--- src/design/sse_pkg.sv ---
package sse_pkg;

    localparam int FUNC_W = 2;
    localparam int KEY_W  = 10;
    localparam int VAL_W  = 32;
    localparam int STAT_W = 2;
    localparam int SLOT_W = 8;
    localparam int OCC_W  = 9;

    typedef enum logic [FUNC_W-1:0] {
        FN_SET    = 2'd0,
        FN_GET    = 2'd1,
        FN_REMOVE = 2'd2,
        FN_CLEAR  = 2'd3
    } t_func;

    typedef enum logic [STAT_W-1:0] {
        ST_DONE      = 2'd0,
        ST_ADDED     = 2'd1,
        ST_NOT_FOUND = 2'd2,
        ST_FULL      = 2'd3
    } t_status;

    typedef enum logic [2:0] {
        S_INIT,
        S_IDLE,
        S_MAP,
        S_DENSE,
        S_EVAL,
        S_MOVE_RD,
        S_MOVE_WR
    } t_state;

    // controller to datapath
    typedef struct packed {
        logic latch;
        logic init_step;
        logic map_rd;
        logic hit_rd;
        logic last_rd;
        logic eval;
        logic move_wr;
        logic res_load;
    } t_cmd;

    // datapath to controller
    typedef struct packed {
        logic init_last;
        logic short_op;
        logic need_move;
    } t_sts;

endpackage

--- src/design/sse_ctrl.sv ---
module sse_ctrl (
    input  logic          i_clk,
    input  logic          i_rst_n,
    input  logic          i_start,
    input  sse_pkg::t_sts i_sts,
    output sse_pkg::t_cmd o_cmd,
    output logic          o_busy,
    output logic          o_done
);
    import sse_pkg::*;

    t_state r_state;
    t_state n_state;
    logic   r_done;

    always_ff @(posedge i_clk) begin
        if (!i_rst_n) begin
            r_state <= S_INIT;
            r_done  <= 1'b0;
        end else begin
            r_state <= n_state;
            r_done  <= o_cmd.res_load;
        end
    end

    always_comb begin
        n_state = r_state;
        case (r_state)
            S_INIT: begin
                if (i_sts.init_last) begin
                    n_state = S_IDLE;
                end
            end
            S_IDLE: begin
                if (i_start) begin
                    n_state = S_MAP;
                end
            end
            S_MAP: begin
                n_state = i_sts.short_op ? S_IDLE : S_DENSE;
            end
            S_DENSE: begin
                n_state = S_EVAL;
            end
            S_EVAL: begin
                n_state = i_sts.need_move ? S_MOVE_RD : S_IDLE;
            end
            S_MOVE_RD: begin
                n_state = S_MOVE_WR;
            end
            S_MOVE_WR: begin
                n_state = S_IDLE;
            end
            default: begin
                n_state = S_IDLE;
            end
        endcase
    end

    always_comb begin
        o_cmd = '0;
        case (r_state)
            S_INIT: begin
                o_cmd.init_step = 1'b1;
            end
            S_IDLE: begin
                o_cmd.latch = i_start;
            end
            S_MAP: begin
                o_cmd.res_load = i_sts.short_op;
                o_cmd.map_rd   = !i_sts.short_op;
            end
            S_DENSE: begin
                o_cmd.hit_rd = 1'b1;
            end
            S_EVAL: begin
                o_cmd.eval     = 1'b1;
                o_cmd.res_load = !i_sts.need_move;
            end
            S_MOVE_RD: begin
                o_cmd.last_rd = 1'b1;
            end
            S_MOVE_WR: begin
                o_cmd.move_wr  = 1'b1;
                o_cmd.res_load = 1'b1;
            end
            default: begin
                o_cmd = '0;
            end
        endcase
    end

    assign o_busy = (r_state != S_IDLE);
    assign o_done = r_done;

endmodule

--- config.mk ---
export PLATFORM = sky130hd
export DESIGN_NAME = sse_ctrl
export DESIGN_NICKNAME = d
export VERILOG_FILES = /design/src/design/sse_pkg.sv /design/src/design/sse_ctrl.sv
export SDC_FILE = /design/constraint.sdc
export NUM_CORES = 1
export LEC_CHECK = 0
export ABC_AREA = 1
export BUFFER_PORTS_ARGS = -buffer_cell sky130_fd_sc_hd__clkbuf_2
export CORE_AREA = 2 2 39 41
export DETAILED_ROUTE_END_ITERATION = 16
export DIE_AREA = 0 0 41 43
export GPL_ROUTABILITY_DRIVEN = 0
export MAX_ROUTING_LAYER = met4
export PLACE_DENSITY = 0.47
export SYNTH_ARGS = -nofsm -noshare
export SYNTH_HDL_FRONTEND = slang
export SYNTH_SLANG_ARGS = --single-unit
--- constraint.sdc ---
create_clock -name i_clk -period 1.6 [get_ports i_clk]
set_input_delay 0.24 -clock i_clk [delete_from_list [all_inputs] [get_ports i_clk]]
set_output_delay 0.24 -clock i_clk [all_outputs]
set_load 0.01 [all_outputs]
==> results_dict.tcl <==
set metrics [dict create \
    startpoint_type "register" \
    holdPathStages 3 \
    netlist_area_um2 255 \
    crit_arrival_ns 1.21 \
    gr-usage-all-layers_pct 7.82 \
    synthesized_netlist_net_count 50 \
    htree_levels 1 \
    hold-worst-slack_ns 0.255 \
    reg2reg_setup_slack_ns 0.59 \
    grt_start_max_net_pins 8 \
    crit_top_cell "sky130_fd_sc_hd__nand2_1" \
    finalSetupViolCount 0 \
    timing.critical_path.depth 5 \
    max_capacitance_violation_total 0 \
    clock_latency_at_the_later_pin_of_the_worst_skew_pair_ns 0.23 \
    detailed_place_hpwl_um 479 \
    cts_sinks 4 \
    timing.clock.skew_ns 0.00275 \
    n_fill_cell 168 \
    synth_enable_flop_cells 0 \
    tritoncts "yes" \
    route.top_layer_used "met3" \
    synth_top_cell_area_share_pct 31.4 \
    classification_of_the_worst_slack_hold_path "in2reg" \
    layout.nets 70 \
    startpoint "r_state[2]" \
    maxSlewHeadroom_pct 80.1 \
    route.layer.met1.wl_um 282 \
    worst-setup-path-type "reg2out" \
    crit_fanout 7 \
    port_buffers 15 \
    netlist-cell-type-count 12 \
    diodes 0 \
    grt_remaining_overflow 0 \
    postSynthAreaPerCell_um2 5.80 \
    total_area_of_multi_input_combinational_cells_um2 138 \
    clk_pin_slew_worst_paths_ns 0.04 \
    drt-pass1-iter-count 4 \
    proportion_of_layout_cells_with_a_drive_suffix_above_1_pct 38.7 \
    yosys_warnings 0 \
    cpMaxStageDelayCell "sky130_fd_sc_hd__dfxtp_1" \
    tns_ns 0 \
    cts_buffers 3 \
    cp.buffers_inverters 1 \
    cts.repair.resized 0 \
    timing.final.hold_violations 0 \
    crit_path_end_kind "output port" \
    maximum_clock_insertion_buffer_count 2 \
    initial_utilization_pct 18.4 \
    route.met3.wl_um 43 \
    routed-wl-met2_um 256 \
    area.sequential_um2 80.1 \
    pin_count 16 \
    p_switching_uw 94.6 \
    synth-seq-cells 4 \
    critPathRequiredTime_ns 1.36 \
    unrepaired_setup_endpoints_after_global_routing "false" \
    yosys-top-cells-area "sky130_fd_sc_hd__dfxtp_1 (31%), sky130_fd_sc_hd__nand2_1 (13%), sky130_fd_sc_hd__nor2_1 (13%)" \
    first_global_vias 254 \
    rr_startpoint "r_state[0]" \
    worst_setup_path_endpoint "o_cmd[0]" \
    core.rowCount 14 \
    cellInternalPower_uw 220 \
    route.detailed.drc 0 \
    run_status "finished clean" \
    route.vias.total 301 \
    clock_power_share_pct 39.6 \
    swShare_pct 30.1 \
    pwr_density_cell_nw_per_um2 844 \
    viasPerCell 3.86 \
    postRouteWirelength_um 581 \
    fin_crit_sh_pct 90.9 \
    post-cts-setup-buffer-count 0 \
    fmaxAchievable_mhz 688 \
    first_iteration_detailed_routing_drc_count 6 \
    tightest_slew_ns 0.295 \
    synthesis.instances 44 \
    share_comb_of_total_power_pct 23.4 \
    seq_power_share_pct 37.1 \
    synth_area_leader_cell "sky130_fd_sc_hd__dfxtp_1" \
    floorplan.die.width_um 41 \
    floorplan.die.height_um 43 \
    grt_first_pass_wirelength_um 903 \
    antenna_found_initial 0 \
    die-area_um2 1760 \
    async_flop_share_pct 0 \
    clockRootBuffer "sky130_fd_sc_hd__clkbuf_4" \
    critPathTopFamily "flip-flops" \
    yosys-top-cells-count "sky130_fd_sc_hd__nand2_1 (9), sky130_fd_sc_hd__nor2_1 (9), sky130_fd_sc_hd__inv_1 (7)" \
    detail_routed_net_length_per_standard_cell_um 7.45 \
    power.leakage_nw 0.223 \
    synth.yosys.seq_area_share_pct 31.4 \
    post-route-min-period_ns 1.45 \
    worstPathCellList "nand2_1 > nor2_2 > nand2_1 > nand2_1 > clkbuf_2" \
    flow.area_growth_from_synthesis_pct 46.1 \
    worst_r2r_path_depth 6 \
    holdBufCountCts 0 \
    coreArea_um2 1380 \
    endpoint_of_the_worst_register_to_register_path "r_state[0]" \
    synth-main-ff-cell "sky130_fd_sc_hd__dfxtp_1" \
    antenna_left 0 \
    ir_drop_mv 0.278 \
    cpPeakStageDelay_ns 0.45 \
    max_transition_viols_final 0 \
]
[routing by layer]
metal	track usage, %	up-vias
met1	10.9	122
met3	3.14	0
li1	-	170
met2	9.38	9
met4	4.00	0
met5	-	-
[power groups by stage]
stage / sequential [mW] / clock [mW] / combinational (mW)
finish: 0.117 / 0.125 / 0.0735
global route: 0.118 / 0.131 / 0.0862
CTS: 0.116 / 0.128 / 0.0748
detailed placement: 0.118 / 0 / 0.0744
global placement: 0.118 / 0 / 0.0753
floorplan: 0.117 / 0 / 0.0481
[worst reg2reg max path: stages, from the launching register on]
cell and delay (ns):
sky130_fd_sc_hd__dfxtp_1 0.43, sky130_fd_sc_hd__inv_2 0.10, sky130_fd_sc_hd__nor2_1 0.13, sky130_fd_sc_hd__nand3_1 0.10, sky130_fd_sc_hd__nand3_1 0.09, sky130_fd_sc_hd__nand2_1 0.05, sky130_fd_sc_hd__inv_1 0.04
[layout make-up]
| type | count | area share, % |
|---|---|---|
| Multi-Input combinational cell | 30 | 36.9 |
| Sequential cell | 4 | 21.5 |
| Timing Repair Buffer | 15 | 20.1 |
| Inverter | 10 | 10.1 |
| Clock buffer | 3 | 6.04 |
| Tap cell | 16 | 5.37 |
[state kept, by name, indices dropped and copies added (netlist names)]
signal   count
o_done       1
r_state      3
[worst min-delay path by stage]
| stage | startpoint | to | slack, ns |
|---|---|---|---|
| 3_5_place_dp | i_rst_n | r_state[1] | 0.50 |
| 2_1_floorplan | i_rst_n | r_state[1] | 0.36 |
| 6_report | i_rst_n | r_state[1] | 0.25 |
| 5_1_grt | i_rst_n | r_state[1] | 0.28 |
| 4_1_cts | i_rst_n | r_state[1] | 0.25 |
| 3_3_place_gp | i_rst_n | r_state[1] | 0.50 |
[metrics by stage]
step                setup slack (ns)  cells  power [mW]  util (%)  cell area (µm²)
global route                 0.00516     78       0.335      26.9              373
global placement               0.384     75       0.194      25.3              350
CTS                            0.143     78       0.319      26.9              373
finish                         0.146     78       0.315      26.9              373
detailed placement             0.401     75       0.193      25.3              350
floorplan                      0.467     44       0.165         -              255
[cell families after synthesis]
| family | after synthesis | synth area share, % |
|---|---|---|
| compound gates | 5 | 11.3 |
| buf+inv | 10 | 14.7 |
| flops | 4 | 31.4 |
| simple gates | 25 | 42.6 |
[cell usage in the layout, fill, tap and decap left out, drive strengths merged]
cell	count
inv	10
nor2	10
clkbuf	18
dfxtp	4
o21ai	2
nand3	3
nand2	9
nor3	3
a21oi	3
Note: power is estimated with default switching activity, not from simulation.
